**config.mk**
```make
export PLATFORM = sky130hd
export DESIGN_NAME = clock_time_set_editor
export DESIGN_NICKNAME = d
export VERILOG_FILES = /design/src/rtl/cts_pkg.sv /design/src/rtl/clock_time_set_editor.sv /design/src/rtl/cts_update.sv
export SDC_FILE = /design/constraint.sdc
export NUM_CORES = 1
export LEC_CHECK = 0
export BUFFER_PORTS_ARGS = -buffer_cell sky130_fd_sc_hd__buf_4
export CORE_AREA = 2 2 131 133
export DETAILED_ROUTE_END_ITERATION = 6
export DIE_AREA = 0 0 133 135
export GPL_TIMING_DRIVEN = 0
export MAX_ROUTING_LAYER = met4
export PLACE_DENSITY = 0.83
export SETUP_SLACK_MARGIN = 0.2
export SLEW_MARGIN = 10
export SYNTH_ARGS = -nofsm -noshare
export SYNTH_HDL_FRONTEND = slang
export SYNTH_SLANG_ARGS = --single-unit
export TNS_END_PERCENT = 5
```
**constraint.sdc**
```tcl
create_clock -name aclk -period 9.2 [get_ports aclk]
set_input_delay 0.46 -clock aclk [delete_from_list [all_inputs] [get_ports aclk]]
set_output_delay 0.46 -clock aclk [all_outputs]
set_load 0.005 [all_outputs]
```
**src/rtl/cts_pkg.sv**
```systemverilog
// Shared types, mode codes and calendar helpers for the clock time-set editor.
// Used by cts_update, clock_time_set_editor and cts_checker; depends on nothing.

package cts_pkg;

    // Item modes carried on the input tuser
    localparam logic [2:0] MODE_LOAD   = 3'd0;
    localparam logic [2:0] MODE_TOGGLE = 3'd1;
    localparam logic [2:0] MODE_NEXT   = 3'd2;
    localparam logic [2:0] MODE_INC    = 3'd3;
    localparam logic [2:0] MODE_DEC    = 3'd4;
    localparam logic [2:0] MODE_TICK   = 3'd5;

    // Field selector codes
    localparam logic [2:0] SEL_YEAR   = 3'd0;
    localparam logic [2:0] SEL_MONTH  = 3'd1;
    localparam logic [2:0] SEL_DATE   = 3'd2;
    localparam logic [2:0] SEL_HOUR   = 3'd3;
    localparam logic [2:0] SEL_MINUTE = 3'd4;
    localparam logic [2:0] SEL_SECOND = 3'd5;

    // Field limits
    localparam logic [6:0] YEAR_MAX  = 7'd99;
    localparam logic [3:0] MONTH_MAX = 4'd12;
    localparam logic [4:0] HOUR_MAX  = 5'd23;
    localparam logic [5:0] MIN_MAX   = 6'd59;

    // Register map
    localparam int         DATA_W           = 32;
    localparam int         ADDR_W           = 2;
    localparam logic [1:0] ADDR_BLINK_PERIOD = 2'd0;
    localparam logic [15:0] BLINK_PERIOD_RST = 16'd500;

    // Packed beat widths
    localparam int S_TDATA_W = 40;
    localparam int M_TDATA_W = 40;

    typedef struct packed {
        logic [6:0] year;
        logic [3:0] month;
        logic [4:0] date;
        logic [4:0] hour;
        logic [5:0] minute;
        logic [5:0] second;
    } cts_time_t;

    typedef struct packed {
        cts_time_t   tm;
        logic [2:0]  field_sel;
        logic        edit;
        logic        blink;
        logic [15:0] tick_count;
    } cts_state_t;

    // Editor state after reset: 00-01-01 00:00:00, not editing
    localparam cts_state_t STATE_RST = '{
        tm: '{year: 7'd0, month: 4'd1, date: 5'd1, hour: 5'd0, minute: 6'd0, second: 6'd0},
        field_sel: SEL_YEAR,
        edit: 1'b0,
        blink: 1'b0,
        tick_count: 16'd0
    };

    // Days in a month; a year divisible by 4 is a leap year, bad months count as 31
    function automatic logic [4:0] month_len(input logic [3:0] month, input logic [6:0] year);
        logic [4:0] len;
        begin
            case (month) inside
                4'd4, 4'd6, 4'd9, 4'd11: len = 5'd30;
                4'd2:                    len = (year[1:0] == 2'd0) ? 5'd29 : 5'd28;
                default:                 len = 5'd31;
            endcase
            return len;
        end
    endfunction

endpackage

```
**src/rtl/clock_time_set_editor.sv**
```systemverilog
// Clock time-set editor: an accepted input beat reaches its result beat through the input register,
// then the update and the result register.
// Throughput: one beat per cycle while the result stream does not stall; the state update is combinational.
// The input stage refills while a result waits, so one beat buffers during a stall.
// Reset (aresetn low, synchronous): time 00-01-01 00:00:00, not editing, blink phase 0,
// tick count 0, blink period 500, both stages empty.

module clock_time_set_editor import cts_pkg::*; (
    input  logic                 aclk,
    input  logic                 aresetn,
    // Input stream
    input  logic                 s_axis_tvalid,
    output logic                 s_axis_tready,
    // [6:0] load_year, [10:7] load_month, [15:11] load_date, [20:16] load_hour,
    // [26:21] load_minute, [32:27] load_second, [39:33] zero
    input  logic [S_TDATA_W-1:0] s_axis_tdata,
    // [2:0] mode
    input  logic [2:0]           s_axis_tuser,
    // Result stream
    output logic                 m_axis_tvalid,
    input  logic                 m_axis_tready,
    // [6:0] year_out, [10:7] month_out, [15:11] date_out, [20:16] hour_out,
    // [26:21] minute_out, [32:27] second_out, [35:33] selected_field, [36] editing,
    // [37] blink_phase, [38] commit, [39] zero
    output logic [M_TDATA_W-1:0] m_axis_tdata,
    // Configuration
    input  logic                 psel,
    input  logic                 penable,
    input  logic                 pwrite,
    input  logic [ADDR_W-1:0]    paddr,
    input  logic [DATA_W-1:0]    pwdata,
    output logic [DATA_W-1:0]    prdata,
    output logic                 pready
);

    logic            in_valid_reg;
    logic [2:0]      in_mode_reg;
    cts_time_t       in_load_reg;
    cts_state_t      state_reg;
    cts_state_t      state_next;
    logic            commit;
    logic            out_valid_reg;
    logic [M_TDATA_W-1:0] out_data_reg;
    logic [15:0]     blink_period_reg;
    logic            advance;
    logic            cfg_write;
    cts_time_t       s_load;

    // Pipeline control
    assign advance       = in_valid_reg && (!out_valid_reg || m_axis_tready);
    assign s_axis_tready = !in_valid_reg || advance;

    // Unpack the load fields of the input beat
    assign s_load.year   = s_axis_tdata[6:0];
    assign s_load.month  = s_axis_tdata[10:7];
    assign s_load.date   = s_axis_tdata[15:11];
    assign s_load.hour   = s_axis_tdata[20:16];
    assign s_load.minute = s_axis_tdata[26:21];
    assign s_load.second = s_axis_tdata[32:27];

    // Configuration port
    assign pready    = 1'b1;
    assign cfg_write = psel && penable && pwrite && (paddr == ADDR_BLINK_PERIOD);
    assign prdata    = (paddr == ADDR_BLINK_PERIOD) ? {{(DATA_W-16){1'b0}}, blink_period_reg}
                                                    : '0;

    always_ff @(posedge aclk) begin
        if (!aresetn) begin
            blink_period_reg <= BLINK_PERIOD_RST;
        end else if (cfg_write) begin
            blink_period_reg <= pwdata[15:0];
        end
    end

    // Input register: hold the beat until the update stage takes it
    always_ff @(posedge aclk) begin
        if (!aresetn) begin
            in_valid_reg <= 1'b0;
        end else if (s_axis_tready) begin
            in_valid_reg <= s_axis_tvalid;
        end
    end

    always_ff @(posedge aclk) begin
        if (s_axis_tready && s_axis_tvalid) begin
            in_mode_reg <= s_axis_tuser;
            in_load_reg <= s_load;
        end
    end

    cts_update u_update (
        .state_cur    (state_reg),
        .mode         (in_mode_reg),
        .load_tm      (in_load_reg),
        .blink_period (blink_period_reg),
        .state_nxt    (state_next),
        .commit       (commit)
    );

    // Editor state: advance once per beat
    always_ff @(posedge aclk) begin
        if (!aresetn) begin
            state_reg <= STATE_RST;
        end else if (advance) begin
            state_reg <= state_next;
        end
    end

    // Result register
    always_ff @(posedge aclk) begin
        if (!aresetn) begin
            out_valid_reg <= 1'b0;
        end else if (advance) begin
            out_valid_reg <= 1'b1;
        end else if (m_axis_tready) begin
            out_valid_reg <= 1'b0;
        end
    end

    always_ff @(posedge aclk) begin
        if (advance) begin
            out_data_reg <= {1'b0, commit, state_next.blink, state_next.edit,
                             state_next.field_sel, state_next.tm.second, state_next.tm.minute,
                             state_next.tm.hour, state_next.tm.date, state_next.tm.month,
                             state_next.tm.year};
        end
    end

    assign m_axis_tvalid = out_valid_reg;
    assign m_axis_tdata  = out_data_reg;

endmodule

```
**src/rtl/cts_update.sv**
```systemverilog
// Next-state logic of the clock time-set editor for one beat.
// Depends on cts_pkg (state types, mode codes, month_len).

module cts_update import cts_pkg::*; (
    input  cts_state_t  state_cur,
    input  logic [2:0]  mode,
    input  cts_time_t   load_tm,
    input  logic [15:0] blink_period,
    output cts_state_t  state_nxt,
    output logic        commit
);

    cts_time_t   tm_inc;
    cts_time_t   tm_dec;
    logic [4:0]  len_cur;
    logic [4:0]  len_inc;
    logic [4:0]  len_dec;
    logic [16:0] tick_sum;

    assign len_cur = month_len(state_cur.tm.month, state_cur.tm.year);

    // Increment the selected field, then wrap every field into range
    always_comb begin
        tm_inc = state_cur.tm;
        case (state_cur.field_sel)
            SEL_YEAR:   tm_inc.year   = state_cur.tm.year + 7'd1;
            SEL_MONTH:  tm_inc.month  = state_cur.tm.month + 4'd1;
            SEL_DATE:   tm_inc.date   = state_cur.tm.date + 5'd1;
            SEL_HOUR:   tm_inc.hour   = state_cur.tm.hour + 5'd1;
            SEL_MINUTE: tm_inc.minute = state_cur.tm.minute + 6'd1;
            SEL_SECOND: tm_inc.second = state_cur.tm.second + 6'd1;
            default: ;
        endcase
        if (tm_inc.year > YEAR_MAX) tm_inc.year = '0;
        if (tm_inc.month > MONTH_MAX) tm_inc.month = 4'd1;
        len_inc = month_len(tm_inc.month, tm_inc.year);
        if (tm_inc.date > len_inc) tm_inc.date = 5'd1;
        if (tm_inc.hour > HOUR_MAX) tm_inc.hour = '0;
        if (tm_inc.minute > MIN_MAX) tm_inc.minute = '0;
        if (tm_inc.second > MIN_MAX) tm_inc.second = '0;
    end

    // Decrement the selected field with wrap, then fix the date against the month
    always_comb begin
        tm_dec = state_cur.tm;
        case (state_cur.field_sel)
            SEL_YEAR: begin
                tm_dec.year = (state_cur.tm.year == 7'd0) ? YEAR_MAX : state_cur.tm.year - 7'd1;
            end
            SEL_MONTH: begin
                tm_dec.month = (state_cur.tm.month <= 4'd1) ? MONTH_MAX
                                                            : state_cur.tm.month - 4'd1;
            end
            SEL_DATE: begin
                tm_dec.date = (state_cur.tm.date <= 5'd1) ? len_cur : state_cur.tm.date - 5'd1;
            end
            SEL_HOUR: begin
                tm_dec.hour = (state_cur.tm.hour == 5'd0) ? HOUR_MAX : state_cur.tm.hour - 5'd1;
            end
            SEL_MINUTE: begin
                tm_dec.minute = (state_cur.tm.minute == 6'd0) ? MIN_MAX
                                                              : state_cur.tm.minute - 6'd1;
            end
            SEL_SECOND: begin
                tm_dec.second = (state_cur.tm.second == 6'd0) ? MIN_MAX
                                                              : state_cur.tm.second - 6'd1;
            end
            default: ;
        endcase
        len_dec = month_len(tm_dec.month, tm_dec.year);
        if (tm_dec.date == 5'd0) tm_dec.date = len_dec;
        else if (tm_dec.date > len_dec) tm_dec.date = 5'd1;
    end

    assign tick_sum = {1'b0, state_cur.tick_count} + 17'd1;

    // Select the update by mode
    always_comb begin
        state_nxt = state_cur;
        commit    = 1'b0;
        case (mode)
            MODE_LOAD: begin
                state_nxt.tm = load_tm;
            end
            MODE_TOGGLE: begin
                if (!state_cur.edit) begin
                    state_nxt.edit      = 1'b1;
                    state_nxt.field_sel = SEL_YEAR;
                end else begin
                    state_nxt.edit = 1'b0;
                    commit         = 1'b1;
                end
            end
            MODE_NEXT: begin
                if (state_cur.edit) begin
                    state_nxt.field_sel = (state_cur.field_sel >= SEL_SECOND) ? SEL_YEAR
                                          : state_cur.field_sel + 3'd1;
                end
            end
            MODE_INC: begin
                if (state_cur.edit) state_nxt.tm = tm_inc;
            end
            MODE_DEC: begin
                if (state_cur.edit) state_nxt.tm = tm_dec;
            end
            MODE_TICK: begin
                if (tick_sum >= {1'b0, blink_period}) begin
                    state_nxt.tick_count = '0;
                    state_nxt.blink      = ~state_cur.blink;
                end else begin
                    state_nxt.tick_count = tick_sum[15:0];
                end
            end
            default: ;
        endcase
    end

endmodule

```
==> results of run 1 <==
## cell families (layout without fill, tap and decap cells)
kind of cell,after synthesis,after routing,synth area share (%)
other cells,2,18,0.0765
compound gates,349,349,23.7
flops,147,147,37.6
buf+inv,146,294,6.87
mux,3,3,0.306
xor+xnor,45,45,4.01
simple gates,431,431,22.0
fa+ha+maj,42,42,5.35
## report_power, final
group,switching [mW],internal (mW),total [mW]
combinational,0.142,0.0860,0.228
sequential,0.0168,0.718,0.735
clock,0.289,0.388,0.677
## synth_stat cells (all sizes together), types with 12 or more instances
master	n
nand3	49
nand2	148
o22ai	14
nor2b	14
nor2	81
o211ai	15
a21oi	112
nor4	12
xnor2	25
nor3	42
o21ai	81
clkbuf	59
inv	42
xor2	20
dfxtp	72
edfxtp	75
ha	42
nand2b	15
a31oi	17
o21a	14
buf	42
a211oi	12
nand4	17
## per-stage QoR
stage | power, mW | util (%) | setup WS (ns) | hold slack [ns] | instance area, um2
2_1_floorplan | 0.875 | - | 5.70 | 0.436 | 9880
6_report | 1.64 | 70.7 | 5.07 | 0.188 | 11600
5_1_grt | 1.68 | 70.7 | 4.85 | 0.187 | 11600
3_3_place_gp | 0.964 | 67.1 | 5.17 | 0.442 | 11000
4_1_cts | 1.63 | 70.7 | 5.14 | 0.187 | 11600
3_5_place_dp | 0.967 | 67.3 | 5.22 | 0.448 | 11000
## routing by layer
| layer | vias to the layer above | part of all wire, % | global-route usage (%) |
|---|---|---|---|
| li1 | 4535 | - | - |
| met1 | 4634 | 40 | 47.3 |
| met2 | 639 | 47 | 59.3 |
| met3 | 112 | 9.8 | 8.45 |
| met4 | 0 | 3.8 | 15.9 |
| met5 | - | 0 | - |
## final cells by class
cell class	instances	area (um2)	area share, %
buffer	101	509	4.39
clock buffer	21	460	3.97
clock inverter	11	98.8	0.852
inverter	45	169	1.46
multi-input combinational	888	5510	47.5
sequential	147	3690	31.8
tap	220	275	2.37
timing repair buffer	116	883	7.61
## how the worst min path moves through the flow
stage / depth (start not counted) / slack (ns) / start / to
6_report: 1 / 0.19 / s_axis_tuser[2] / in_mode_reg[2]
3_3_place_gp: 2 / 0.44 / blink_period_reg[15] / blink_period_reg[15]
2_1_floorplan: 2 / 0.44 / blink_period_reg[10] / blink_period_reg[10]
3_5_place_dp: 2 / 0.45 / blink_period_reg[3] / blink_period_reg[3]
5_1_grt: 1 / 0.19 / s_axis_tdata[22] / in_load_reg[7]
4_1_cts: 1 / 0.19 / s_axis_tuser[2] / in_mode_reg[2]
==> out/metrics.cfg, run 1 <==
[run_status]
outcome=complete, no violations

[sta]
final_min_period_over_clock_period_pct=44.9
shortest_clock_period_the_worst_path_allows_after_layout_ns=4.13
finClkSkew_ns=0.00922
report.final.hold_viol_count=0
totalNegativeSetupSlack_ns=0
timing_max_transition_violations_final=0
slew_headroom_pct=27.0
timing.final.setup_violations=0
timing.fmax_mhz=242
tightest_pin_transition_ns=1.09
rsz0062_at_grt=no

[cells_and_area]
layout-drive-gt1-share_pct=17.2
filler_cell_count=1325
commonest_non_fill_non_tap_cell_in_the_layout=nand2_1
largest_register_ff_count=54
diodes=0
instances_no_fill=1549
fin_nets=1442
most_frequent_cells_in_the_layout=nand2_1 (148), buf_4 (137), a21oi_1 (110)
flow.area_growth_from_synthesis_pct=18.2

[global_route]
first_pass_grt_wire_length_um=50600
groute.usage.overall_pct=37.7
grt_overflow_total=0
grt_max_degree=49
initial_antenna_violation_count=0
first_global_vias=9309

[clock_tree]
cts.repair_timing.setup_buffer_count=0
cts.repair.resized=0
clock_tree.htree_level_count=4
clk_transition_reported_paths_ns=0.06
cts_made_buffers=17
cts_tree=yes
sink_count_of_the_clock_tree=147
post_cts_hold_buffer_count=0
clock_latency_ns=0.44
cts_root_buffer=clkbuf_16
max-clock-path-buffers=2

[worst_setup_path]
worstPathRequired_ns=9.56
master_of_the_slowest_instance_on_the_critical_path=dfxtp_1
critPathArrivalTime_ns=4.49
crit_path_frequent_cell=ha_1
critical_path.n_buffers_inverters=1
setup.worst_path.start_class=register
timing.critical_path.depth=14
kind_of_cell_adding_the_most_delay_to_the_critical_path=compound AO/OA/AOI/OAI gates
path_max_fanout=10
timing.reg2reg.worst_path_depth=14
start_point_of_the_critical_path=state_reg[0]
worst_setup_path_endpoint=state_reg[8]
r2r_start=state_reg[0]
worst-setup-path-type=register to register
regToRegSetupSlack_ns=5.07
critical-path-max-stage-delay_ns=0.46
r2r_end=state_reg[8]
cp_cell_sequence=ha_1 -> nand3_2 -> nor3_4 -> nand3_1 -> xnor2_1 -> ha_1 -> nand4_1 -> nor2_1 -> a221oi_2 -> a41oi_2 -> a41oi_4 -> buf_2 -> nand4b_1 -> a21oi_1
worst_setup_path_end_kind=register

[detailed_routing]
routedWlPerCell_um=21.2
drc_errors=0
drt_first_iter_violations=1386
final_antenna_net_count=0
route.detailed.vias_per_inst=6.40
routed_wirelength_um=32800
first_pass_iters=7
detailroute.via_count=9920

[synth]
synthesis.area_um2=9820
number_of_warning_messages_in_the_yosys_log=0
synth.ff_latch_count=147
ys_async_sr_fraction_pct=0
synth_edf_count=75
yosysSeqAreaShare_pct=37.6
synth_top_cells_by_area=edfxtp_1 (23%), dfxtp_1 (15%), nand2_1 (5.7%), a21oi_1 (5.6%), ha_1 (5.4%)
post-synth-top-area-cell=edfxtp_1
syn_area_per_cell_um2=8.43
post_synth_top_flop=edfxtp_1
synth_top_area_share_pct=22.9
synthDistinctLibCells=97
post_synth_inst_count=1165

[placed_design]
dp_wirelength_um=23000
placed_cells_incl_taps=1517
port-buffer-count=115
gp_routability_congestion=1.03

[die]
fp.coreArea_um2=16400
floorplan.initialDensity_pct=59.8
die_height_um=135
die_area_um2=18000
placementRows=47
die-width_um=133
io_pins=159

[power]
leakage_nw=4.44
pwr_density_cell_nw_per_um2=141
max-vdd-ir-drop_mv=0.139

[job]
drv_cap=0

[min_path]
worst_hold_path_type=input pin to register

Power figures use the tool's default switching activity.
==> inputs of run 2 (changes only) <==
Settings changed: ABC_AREA set to 1, CORE_AREA 2 2 131 133 to 2 2 137 139, DIE_AREA 0 0 133 135 to 0 0 139 141, PLACE_DENSITY 0.83 to 0.77.
Clock period 9.2 ns to 3.7 ns, I/O delays scaled along.
==> out/metrics.cfg, run 2 <==
[detailed_routing]
drc_errors=1
routedWlPerCell_um=15.9
final_antenna_net_count=0
routed_wirelength_um=26600
route.detailed.vias_per_inst=5.51
first_pass_iters=7
drt_first_iter_violations=784
detailroute.via_count=9218

[worst_setup_path]
timing.reg2reg.worst_path_depth=26
regToRegSetupSlack_ns=0.43
worst_setup_path_end_kind=register
worst-setup-path-type=register to register
master_of_the_slowest_instance_on_the_critical_path=dfxtp_1
critical-path-max-stage-delay_ns=0.34
crit_path_frequent_cell=nand2_1
worstPathRequired_ns=4.08
path_max_fanout=8
critPathArrivalTime_ns=3.65
r2r_start=state_reg[18]
setup.worst_path.start_class=register
r2r_end=state_reg[38]

[synth]
post-synth-top-area-cell=edfxtp_1
post_synth_inst_count=1229
synthDistinctLibCells=46
leading_cell_type_by_number_of_instances_after_synthesis=nand2_1
yosysSeqAreaShare_pct=39.6
most_frequent_cells_after_synthesis=nand2_1 (261), inv_1 (156), nand3_1 (113), a21oi_1 (89)
number_of_warning_messages_in_the_yosys_log=0
synth_top_cells_by_area=edfxtp_1 (24%), dfxtp_1 (15%), nand2_1 (11%), inv_1 (6.3%), nand3_1 (6.1%)
synth_edf_count=75
post_synth_top_flop=edfxtp_1
ys_async_sr_fraction_pct=0
synthesis.area_um2=9330
synth.ff_latch_count=147
synth_top_area_share_pct=24.2
syn_area_per_cell_um2=7.59

[die]
die_area_um2=19600
placementRows=50
die-width_um=139
fp.coreArea_um2=18300
die_height_um=141
floorplan.initialDensity_pct=51.0
io_pins=159

[placed_design]
port-buffer-count=117
gp_routability_congestion=0.961
placement.cell_area_um2=10600
placed_cells_incl_taps=1597
dp_wirelength_um=18300
pre_cts_setup_slack_ns=0.298

[min_path]
whs_endpoint=blink_period_reg[3]
worst_hold_path_type=input pin to register
worstHoldStart=pwdata[3]
holdPathStages=3

[clock_tree]
clock_tree.htree_level_count=4
cts_root_buffer=clkbuf_16
cts_made_buffers=17
max-clock-path-buffers=2
clk_transition_reported_paths_ns=0.07
clock_latency_ns=0.44
sink_count_of_the_clock_tree=147
cts_tree=yes

[run_status]
violated_checks=DRC
outcome=finished, violations left

[sta]
timing_max_transition_violations_final=0
final_min_period_over_clock_period_pct=88.3
rsz0062_at_grt=yes
timing.final.setup_violations=0
shortest_clock_period_the_worst_path_allows_after_layout_ns=3.27
finClkSkew_ns=0.00935
report.final.hold_viol_count=0
tightest_pin_transition_ns=0.803
worst_slack_ns=0.434
totalNegativeSetupSlack_ns=0
slew_headroom_pct=46.4
timing.fmax_mhz=306

[cells_and_area]
layout-drive-gt1-share_pct=17.7
layout.cell_area.non_filler_um2=11700
filler_cell_count=1586
most_frequent_cells_in_the_layout=nand2_1 (261), inv_1 (152), buf_4 (137)
largest_register_ff_count=54
flow.area_growth_from_synthesis_pct=25.6
multi_input_comb_area_um2=4750
fin_nets=1552
commonest_non_fill_non_tap_cell_in_the_layout=nand2_1
instances_no_fill=1673
diodes=0
final-seq-area_um2=3700

[job]
drv_cap=0

[global_route]
grt_overflow_total=0
grt.met2_usage_pct=43.7
first_global_vias=8571
initial_antenna_violation_count=0
top_usage_layer=met2
first_pass_grt_wire_length_um=42300
grt.met3_usage_pct=5.64
grt_max_degree=49
groute.usage.overall_pct=27.9
met1_usage_pct=35.6

[power]
leakage_nw=5.54
pwr_density_cell_nw_per_um2=394
max-vdd-ir-drop_mv=0.330

-- run 2: worst max path at each step --
stage                              from          endpoint  slack, ns  cells past startpoint
after detailed placement  state_reg[18]     state_reg[38]       0.30                     26
after CTS                 state_reg[18]     state_reg[38]       0.23                     26
after global placement    state_reg[18]  m_axis_tdata[12]       0.34                     21
after global routing      state_reg[18]  m_axis_tdata[13]       0.15                     22
final                     state_reg[18]     state_reg[38]       0.43                     26
after floorplan           state_reg[18]  m_axis_tdata[12]       0.86                     21
-- run 2: cells by family (layout without fill, tap and decap cells) --
kind of cell | Yosys count | count (layout) | synth area share (%)
xor gates and xnor gates | 33 | 33 | 3.34
DFF | 147 | 147 | 39.6
AOI/OAI and AO/OA | 230 | 230 | 13.9
adders and majority gates | 42 | 42 | 5.64
buffers and inverters | 239 | 433 | 10.7
other | 2 | 18 | 0.0805
and+or+nand+nor | 536 | 536 | 26.7
-- run 2: power by group --
group | internal, mW | switching, mW
Clock | 1.12 | 0.738
Combinational | 0.339 | 0.546
Sequential | 1.82 | 0.0608
Total | 3.27 | 1.34
-- run 2: timing repair --
action                                  4_1_cts  5_1_grt
endpoints found under the setup margin        0       27
hold buffers                                 42        0
resized for setup                             0       16
setup buffers                                 0        1
endpoints found under the hold margin        42        0
-- run 2: stage by stage --
stage / hold WS (ns) / utilization, % / total power, mW
4_1_cts: 0.0182 / 63.6 / 4.59
3_5_place_dp: 0.364 / 57.9 / 2.72
6_report: 0.0243 / 64.1 / 4.62
5_1_grt: 0.0382 / 64.1 / 4.80
3_3_place_gp: 0.364 / 57.8 / 2.71
2_1_floorplan: 0.284 / - / 2.44
-- run 2: worst max-delay path: cells and delay by family (launching register included) --
family	cells	cell delay, ns
xor gates and xnor gates	1	0.20
adders and majority gates	2	0.45
AOI/OAI and AO/OA	3	0.32
and+or+nand+nor	16	1.57
DFF	1	0.34
buffers and inverters	4	0.33
-- run 2: layout make-up --
class                           count  area share, %
Multi-Input combinational cell    859           40.6
Clock inverter                     12           1.44
Timing Repair Buffer              162           11.5
Sequential cell                   147           31.6
Clock buffer                       20           3.91
Tap cell                          234           2.50
Inverter                          175           5.63
Buffer                             64           2.88
-- run 2: routing by layer --
layer | vias to the layer above | routed length (um)
met5 | - | 0
li1 | 4482 | -
met2 | 414 | 12300
met4 | 0 | 867
met3 | 67 | 2220
met1 | 4255 | 11200
